===== src/c8alu_pkg.sv =====
// Shared types and constants for the 8-bit CPU ALU with flags.
package c8alu_pkg;

	typedef enum logic [4:0] {
		OP_ADD   = 5'd0,
		OP_ADC   = 5'd1,
		OP_SUB   = 5'd2,
		OP_SBC   = 5'd3,
		OP_AND   = 5'd4,
		OP_XOR   = 5'd5,
		OP_OR    = 5'd6,
		OP_CP    = 5'd7,
		OP_INC   = 5'd8,
		OP_DEC   = 5'd9,
		OP_RLCA  = 5'd10,
		OP_RRCA  = 5'd11,
		OP_RLA   = 5'd12,
		OP_RRA   = 5'd13,
		OP_CPL   = 5'd14,
		OP_SCF   = 5'd15,
		OP_CCF   = 5'd16,
		OP_ADD16 = 5'd17,
		OP_ADDSP = 5'd18,
		OP_INC16 = 5'd19,
		OP_DEC16 = 5'd20
	} op_t;

	typedef enum logic [1:0] {
		CC_NZ = 2'd0,
		CC_Z  = 2'd1,
		CC_NC = 2'd2,
		CC_C  = 2'd3
	} cond_t;

	localparam int unsigned FLAG_Z_BIT = 3;
	localparam int unsigned FLAG_N_BIT = 2;
	localparam int unsigned FLAG_H_BIT = 1;
	localparam int unsigned FLAG_C_BIT = 0;

	localparam int unsigned IN_ITEM_W  = 43;
	localparam int unsigned IN_DATA_W  = 48;
	localparam int unsigned OUT_ITEM_W = 21;
	localparam int unsigned OUT_DATA_W = 24;

	// Declared from the top bit down so that the last field, the operation, lands in the lowest bits.
	typedef struct packed {
		cond_t       condition_code;
		logic [3:0]  flags_in;
		logic [15:0] second_operand;
		logic [15:0] first_operand;
		op_t         operation;
	} in_item_t;

	typedef struct packed {
		logic        condition_met;
		logic [3:0]  flags_out;
		logic [15:0] result;
	} out_item_t;

endpackage


===== src/c8alu_core.sv =====
// Combinational datapath: operation decode, adders, logic unit, flags and condition test.
module c8alu_core import c8alu_pkg::*; (
	input  in_item_t  item,
	output out_item_t res
);

	logic [7:0]  a;
	logic [7:0]  b;
	logic        cin;
	logic        zin;
	logic        t;
	logic [8:0]  add9;
	logic [4:0]  add5;
	logic [8:0]  sub9;
	logic [4:0]  sub5;
	logic [16:0] add17;
	logic [12:0] add13;
	logic [15:0] sp_sum;
	logic [15:0] r;
	logic [3:0]  f;
	logic        met;

	assign a   = item.first_operand[7:0];
	assign b   = item.second_operand[7:0];
	assign cin = item.flags_in[FLAG_C_BIT];
	assign zin = item.flags_in[FLAG_Z_BIT];
	// Only adc and sbc take the incoming carry into the 8-bit adders.
	assign t   = ((item.operation == OP_ADC) || (item.operation == OP_SBC)) ? cin : 1'b0;

	assign add9   = {1'b0, a} + {1'b0, b} + {8'd0, t};
	assign add5   = {1'b0, a[3:0]} + {1'b0, b[3:0]} + {4'd0, t};
	assign sub9   = {1'b0, a} - {1'b0, b} - {8'd0, t};
	assign sub5   = {1'b0, a[3:0]} - {1'b0, b[3:0]} - {4'd0, t};
	assign add17  = {1'b0, item.first_operand} + {1'b0, item.second_operand};
	assign add13  = {1'b0, item.first_operand[11:0]} + {1'b0, item.second_operand[11:0]};
	assign sp_sum = item.first_operand + {{8{b[7]}}, b};

	always_comb begin
		r = item.first_operand;
		f = item.flags_in;
		case (item.operation)
			OP_ADD, OP_ADC: begin
				r = {8'd0, add9[7:0]};
				f = {add9[7:0] == 8'd0, 1'b0, add5[4], add9[8]};
			end
			OP_SUB, OP_SBC: begin
				r = {8'd0, sub9[7:0]};
				f = {sub9[7:0] == 8'd0, 1'b1, sub5[4], sub9[8]};
			end
			OP_CP: begin
				r = {8'd0, a};
				f = {sub9[7:0] == 8'd0, 1'b1, sub5[4], sub9[8]};
			end
			OP_AND: begin
				r = {8'd0, a & b};
				f = {(a & b) == 8'd0, 1'b0, 1'b1, 1'b0};
			end
			OP_XOR: begin
				r = {8'd0, a ^ b};
				f = {(a ^ b) == 8'd0, 3'b000};
			end
			OP_OR: begin
				r = {8'd0, a | b};
				f = {(a | b) == 8'd0, 3'b000};
			end
			OP_INC: begin
				r = {8'd0, a + 8'd1};
				f = {a == 8'hFF, 1'b0, a[3:0] == 4'hF, cin};
			end
			OP_DEC: begin
				r = {8'd0, a - 8'd1};
				f = {a == 8'h01, 1'b1, a[3:0] == 4'h0, cin};
			end
			OP_RLCA: begin
				r = {8'd0, a[6:0], a[7]};
				f = {3'b000, a[7]};
			end
			OP_RRCA: begin
				r = {8'd0, a[0], a[7:1]};
				f = {3'b000, a[0]};
			end
			OP_RLA: begin
				r = {8'd0, a[6:0], cin};
				f = {3'b000, a[7]};
			end
			OP_RRA: begin
				r = {8'd0, cin, a[7:1]};
				f = {3'b000, a[0]};
			end
			OP_CPL: begin
				r = {8'd0, ~a};
				f = {zin, 1'b1, 1'b1, cin};
			end
			OP_SCF: begin
				r = {8'd0, a};
				f = {zin, 1'b0, 1'b0, 1'b1};
			end
			OP_CCF: begin
				r = {8'd0, a};
				f = {zin, 1'b0, 1'b0, ~cin};
			end
			OP_ADD16: begin
				r = add17[15:0];
				f = {zin, 1'b0, add13[12], add17[16]};
			end
			OP_ADDSP: begin
				// Flags come from the unsigned add of the low byte and the offset byte.
				r = sp_sum;
				f = {2'b00, add5[4], add9[8]};
			end
			OP_INC16: begin
				r = item.first_operand + 16'd1;
			end
			OP_DEC16: begin
				r = item.first_operand - 16'd1;
			end
			default: begin
				r = item.first_operand;
				f = item.flags_in;
			end
		endcase
	end

	always_comb begin
		case (item.condition_code)
			CC_NZ:   met = ~zin;
			CC_Z:    met = zin;
			CC_NC:   met = ~cin;
			CC_C:    met = cin;
			default: met = cin;
		endcase
	end

	assign res.result        = r;
	assign res.flags_out     = f;
	assign res.condition_met = met;

endmodule


===== src/cpu8_alu_with_flags_top.sv =====
// Top level of the 8-bit CPU ALU with flags: input register, datapath and result register.
//
// Each item carries an operation code, two 16-bit operands, the incoming Z/N/H/C flags
// and a jump condition code, and yields exactly one result item with the result, the
// new flags and the condition test on the incoming flags. An item is latched into an
// input register, evaluated by a single pass of short adders and logic, and captured
// in a result register once that register is free or its result is being taken,
// and the result register presents it on the output.
// One item is accepted every cycle; the input side keeps accepting while a finished
// result waits downstream, and stalls only when both registers are full and the
// waiting result is not taken. There is no state kept between items.
module cpu8_alu_with_flags_top import c8alu_pkg::*; (
	input  logic                  clk,
	input  logic                  arst_n,
	input  logic                  s_tvalid,
	output logic                  s_tready,
	// operation[4:0], first_operand[20:5], second_operand[36:21], flags_in[40:37],
	// condition_code[42:41], zero fill[47:43]
	input  logic [IN_DATA_W-1:0]  s_tdata,
	output logic                  m_tvalid,
	input  logic                  m_tready,
	// result[15:0], flags_out[19:16], condition_met[20], zero fill[23:21]
	output logic [OUT_DATA_W-1:0] m_tdata
);

	in_item_t  item_s1;
	logic      valid_s1;
	out_item_t res_comb;
	out_item_t res_s2;
	logic      valid_s2;
	logic      load_s2;
	logic      load_s1;
	logic      byte_op_s1;

	assign load_s2  = valid_s1 && (!valid_s2 || m_tready);
	assign s_tready = !valid_s1 || load_s2;
	assign load_s1  = s_tvalid && s_tready;

	always_ff @(posedge clk or negedge arst_n) begin
		if (!arst_n) begin
			valid_s1 <= 1'b0;
			valid_s2 <= 1'b0;
		end else begin
			if (s_tready) begin
				valid_s1 <= s_tvalid;
			end
			if (!valid_s2 || m_tready) begin
				valid_s2 <= valid_s1;
			end
		end
	end

	always_ff @(posedge clk) begin
		if (load_s1) begin
			item_s1 <= in_item_t'(s_tdata[IN_ITEM_W-1:0]);
		end
		if (load_s2) begin
			res_s2 <= res_comb;
		end
	end

	c8alu_core u_core (
		.item (item_s1),
		.res  (res_comb)
	);

	assign m_tvalid = valid_s2;
	assign m_tdata  = {{(OUT_DATA_W - OUT_ITEM_W){1'b0}}, res_s2};

	assign byte_op_s1 = item_s1.operation inside {[OP_ADD:OP_CCF]};

	// A held item in the input register must not change while the result side is full.
	a_s1_hold: assert property (@(posedge clk) disable iff (!arst_n)
		valid_s1 && !load_s2 |=> valid_s1 && $stable(item_s1))
		else $error("input register changed while stalled");

	// Anything moved into the result register is presented the next cycle.
	a_s2_load: assert property (@(posedge clk) disable iff (!arst_n)
		load_s2 |=> m_tvalid)
		else $error("result lost after load");

	// Byte-wide operations leave the upper result byte clear.
	a_byte_high: assert property (@(posedge clk) disable iff (!arst_n)
		load_s2 && byte_op_s1 |=> res_s2.result[15:8] == 8'd0)
		else $error("8-bit operation produced a nonzero high byte");

	// The 16-bit increment and decrement pass the flags through untouched.
	a_inc16_flags: assert property (@(posedge clk) disable iff (!arst_n)
		load_s2 && (item_s1.operation == OP_INC16 || item_s1.operation == OP_DEC16)
		|=> res_s2.flags_out == $past(item_s1.flags_in))
		else $error("16-bit inc or dec changed the flags");

endmodule


===== config.mk =====
export PLATFORM = sky130hd
export DESIGN_NAME = cpu8_alu_with_flags_top
export DESIGN_NICKNAME = d
export VERILOG_FILES = /design/src/c8alu_pkg.sv /design/src/c8alu_core.sv /design/src/cpu8_alu_with_flags_top.sv
export SDC_FILE = /design/constraint.sdc
export NUM_CORES = 1
export LEC_CHECK = 0
export ABC_AREA = 0
export BUFFER_PORTS_ARGS = -buffer_cell sky130_fd_sc_hd__buf_4
export CORE_MARGIN = 5
export CORE_UTILIZATION = 55
export DETAILED_ROUTE_END_ITERATION = 6
export PLACE_DENSITY = 0.76
export SLEW_MARGIN = 20
export SYNTH_ARGS = -nofsm -noshare
export SYNTH_HDL_FRONTEND = slang
export SYNTH_SLANG_ARGS = --single-unit

===== constraint.sdc =====
create_clock -name clk -period 4.2 [get_ports clk]
set_input_delay 0.42 -clock clk [delete_from_list [all_inputs] [get_ports clk]]
set_output_delay 0.42 -clock clk [all_outputs]
set_load 0.005 [all_outputs]

# ---- Word level (Yosys, flattened, before mapping)
# Cells that the tools add are included.
dict set report word_totals {
  in_bits 52
  regBits 66
  elab_cells 82
  out_inout_bits 26
}
dict set report classes {
  add_sub_neg 15
  eq_ne 26
  n_mux 4
  n_bitwise 6
  n_reduce_logical 21
}
# op n
set op_table {}
lappend op_table {{$pmux W16 S17} 1}
lappend op_table {{$pmux W4 S14} 1}
lappend op_table {{$eq A5 B4 Y1 const B} 8}
lappend op_table {{$logic_not A8 Y1} 5}
lappend op_table {{$eq A5 B5 Y1 const B} 5}
lappend op_table {{$eq A5 B3 Y1 const B} 4}
lappend op_table {{$add A16 B16 Y17} 1}
lappend op_table {{$add A16 B1 Y16 const B} 1}
lappend op_table {{$add A16 B16 Y16} 1}
lappend op_table {{$sub A16 B1 Y16 const B} 1}
lappend op_table {{$add A12 B12 Y13} 1}
lappend op_table {{$eq A5 B2 Y1 const B} 2}
lappend op_table {{$add A8 B8 Y9} 1}
lappend op_table {{$add A9 B1 Y9} 1}
lappend op_table {{$sub A8 B8 Y9} 1}
lappend op_table {{$sub A9 B1 Y9} 1}
lappend op_table {{$add A8 B1 Y8 const B} 1}
lappend op_table {{$and A8 B8 Y8} 1}
lappend op_table {{$eq A8 B1 Y1 const B} 1}
lappend op_table {{$eq A8 B8 Y1 const B} 1}
lappend op_table {{$not A8 Y8} 1}
lappend op_table {{$or A8 B8 Y8} 1}
lappend op_table {{$reduce_or A2 Y1} 4}
lappend op_table {{$sub A8 B1 Y8 const B} 1}
lappend op_table {{19 further kinds} 26}

# ---- Longest topological paths before layout
dict set report depth {
  ltp_word 6
  depth_mapped 16
  mapped_depth_nobuf 15
}

# ---- Hierarchy
# From an unflattened synthesis, not the netlist that was laid out.
dict set report unflattened {
  hier_cells 682
  hier_area_um2 6153.4
}
# module instances area_per_inst_um2 seq_area_each_um2 cells_per_inst
set modules_own_cells {}
lappend modules_own_cells {c8alu_core 1 4101.4 0.0 606}
lappend modules_own_cells {cpu8_alu_with_flags_top 1 2052.0 1971.9 76}

# ---- Worst setup path before layout
# No wires, ideal clock.
dict set report synth_path {
  kind {register -> register}
  startpoint {register item_s1[0] in the netlist's numbering}
  endpoint {register res_s2, in the netlist m_tdata[13] (data pin)}
  setup_time_ns 0.136
  required_ns 4.064
  setup_slack_ns 0.674
  arrival_ns 3.391
  path_buffers 4
  path_stages_with_launch 16
  synth_period_minus_slack_ns 3.526
  path_cell_list {edfxtp_1 > buf_2 > buf_2 > buf_1 > nand2_1 > nor3_1 > clkbuf_1 > a21oi_1 > ha_1 > a21oi_1 > nor3b_1 > a21oi_1 > a221oi_1 > o21ba_2 > or4b_1 > nand3_1}
}
# element line
set synth_rtl {}
lappend synth_rtl {{start, declared} cpu8_alu_with_flags_top.sv:26} ;# in_item_t item_s1;
lappend synth_rtl {{start signal, assigned} cpu8_alu_with_flags_top.sv:55} ;# item_s1 <= in_item_t'(s_tdata[IN_ITEM_W-1:0]);
lappend synth_rtl {{end signal, assigned} cpu8_alu_with_flags_top.sv:58} ;# res_s2 <= res_comb;
lappend synth_rtl {{end, declared} cpu8_alu_with_flags_top.sv:29} ;# out_item_t res_s2;

==> flow_metrics.py <==
metrics = {
    "outcome": {
        "status": "finished clean",
    },
    "clocking": {
        "cts_root_buffer": "clkbuf_16",
        "cts.sink_count": 66,
        "clk_pin_slew_worst_paths_ns": 0.06,
        "post-cts-setup-buffers": 0,
        "clk_latency_ns": 0.35,
        "numCtsBuffers": 9,
        "htreeDepth": 3,
        "ctsResizeCount": 0,
        "cts_buffer_depth": 2,
        "holdBufCountCts": 1,
        "cts_tree": "built",
    },
    "placed_design": {
        "hpwl_mm": 16.9,
        "port_buffers": 69,
        "place.gp.congestion": 0.986,
        "place_ws_ns": 0.558,
    },
    "flow_run": {
        "cap_violations": 0,
    },
    "setup_path": {
        "crit_path_max_fanout": 8,
        "cp_data_arrival_time_ns": 3.81,
        "critPathCaptureType": "flip-flop",
        "reg2reg_slack_ns": 0.47,
        "cp-start-kind": "flip-flop",
        "cp_data_required_time_ns": 4.28,
        "critPathKind": "reg2reg",
    },
    "layout": {
        "area_growth_pct": 15.4,
        "fin_nets": 898,
        "num_antenna_cells": 0,
        "regArea_um2": 1970,
        "multi_input_comb_area_um2": 4070,
        "nFillCells": 959,
        "drive_above_1_share": 0.153,
    },
    "timing": {
        "timing.slew.headroom": 0.237,
        "rsz0062_at_grt": "false",
        "setup_violations": 0,
        "fmax_ghz": 0.268,
        "fin_ws_ns": 0.468,
        "worstMarginPinSlew_ns": 1.14,
        "drv_slew": 0,
        "finalCritPeriodShare": 0.889,
        "final.setup_skew_ns": 0.0106,
        "finalCriticalPeriod_ns": 3.73,
        "tns_ns": 0,
        "fin_hold_ws_ns": 0.247,
        "hold_violations": 0,
    },
    "detailed_routing": {
        "drt-initial-drc-count": 1089,
        "vias_per_cell": 6.87,
        "num_vias": 6379,
        "wl_mm": 22.2,
        "antenna_left": 0,
        "dr.pass1.iters": 6,
        "drc": 0,
        "wl_per_cell_um": 23.9,
    },
    "logic_synthesis": {
        "syn_inst": 716,
        "synth.area.top_cells": "edfxtp_1 30%, ha_1 12%, a21oi_1 4.5%, xnor2_1 4.0%, o21ai_0 3.8%",
        "synth-edff-count": 64,
        "async_flop_share": 0.0303,
        "netlist_top_cells_count": "64 x edfxtp_1, 59 x ha_1, 58 x a21oi_1, 48 x nor2_1, 48 x o21ai_0",
        "ys_types": 75,
        "yosysMostFrequentCell": "edfxtp_1",
        "ys_seq_area_frac": 0.309,
        "synth.cell_area_um2": 6380,
        "ys_seq_elements": 66,
        "syn_area_per_cell_um2": 8.92,
        "yosys_warnings": 0,
        "synth_top_area_share": 0.301,
        "synth_flop_cell": "edfxtp_1",
        "yosysTopAreaCell": "edfxtp_1",
    },
    "pwr": {
        "p_leak_uw": 0.00297,
        "power_uw": 2450,
        "vdd_drop_max_mv": 0.262,
        "power_density_nw_per_um2": 332,
    },
    "global_route": {
        "antenna_found_initial": 0,
        "grt_pass1_wl_mm": 34.1,
        "grt_pass1_vias": 6093,
        "grt_start_max_net_pins": 44,
        "grt_use_total": 0.314,
        "gr-total-overflow": 0,
    },
    "die": {
        "io_pins": 78,
        "initial_core_util": 0.559,
        "fp.dieH_um": 118,
        "fp-row-count": 39,
        "die_w_um": 118,
        "dieArea_um2": 13900,
        "fp.coreArea_um2": 11400,
    },
    "worst_hold_path": {
        "holdCritPathClass": "in2reg",
    },
}
cell usage in the layout (no fill, tap or decap), drive strengths merged, types with 18 or more instances in the layout:
master / instances
buf: 93
a21oi: 58
nand2: 42
nor3: 18
nor2: 49
ha: 59
xnor2: 29
inv: 39
edfxtp: 64
o21ai: 49
registers in the layout (all words and copies together) (netlist names):
signal and cells:
item_s1 43, m_tdata 21, m_tvalid 1, valid_s1 1
layer usage:
metal	share of wire	global-route usage	up-vias
li1	-	-	2853
met1	0.40	0.426	2972
met2	0.43	0.468	476
met3	0.13	0.0908	78
met4	0.045	0.133	0
met5	0	0	-
critical path, stage by stage (launching register included):
cell,delay [ns]
edfxtp_1,0.47
nor2b_1,0.38
nand2b_1,0.16
a21o_1,0.28
a21oi_1,0.16
ha_1,0.30
a21oi_1,0.29
nor3b_1,0.28
a21oi_1,0.19
a221oi_1,0.43
xnor2_1,0.13
a22oi_1,0.25
o21ai_0,0.15
cells by family after synthesis:
logic type	share of synthesized area
and+or+nand+nor	0.163
muxes	0.0131
other	0.000587
DFF	0.309
AOI/OAI and AO/OA	0.264
buffers and inverters	0.0560
adders and majority gates	0.134
xor gates and xnor gates	0.0604
final cells by class:
| type | instances | area share |
|---|---|---|
| sequential | 66 | 0.268 |
| clock inverter | 6 | 0.00917 |
| clock buffer | 10 | 0.0311 |
| multi-input combinational | 571 | 0.552 |
| inverter | 39 | 0.0199 |
| tap | 143 | 0.0243 |
| timing repair buffer | 94 | 0.0961 |
metrics by stage:
| step | cells | util | cell area (um^2) |
|---|---|---|---|
| 3_3_place_gp | 912 | 0.618 | 7060 |
| 5_1_grt | 929 | 0.645 | 7370 |
| 3_5_place_dp | 912 | 0.618 | 7060 |
| 6_report | 929 | 0.645 | 7370 |
| 4_1_cts | 929 | 0.645 | 7370 |
| 2_1_floorplan | 718 | - | 6390 |
where the power goes:
| part | total (uW) | internal [uW] | switching [uW] |
|---|---|---|---|
| Combinational | 848 | 346 | 502 |
| Clock | 768 | 462 | 306 |
| Sequential | 834 | 792 | 41.6 |
| Total | 2450 | 1600 | 849 |
worst paths after layout:
path / startpoint / to / cells after the start
setup / recovery: item_s1[2] / m_tdata[11] / 12
hold / removal: s_tdata[34] / item_s1[34] / 1
setup reg to reg: item_s1[2] / m_tdata[11] / 12
hold reg to reg: valid_s1 / m_tvalid / 1
max in group asynchronous: arst_n / valid_s1 / 2
min in group asynchronous: arst_n / m_tvalid / 2
Note: power is estimated with default switching activity, not from simulation.
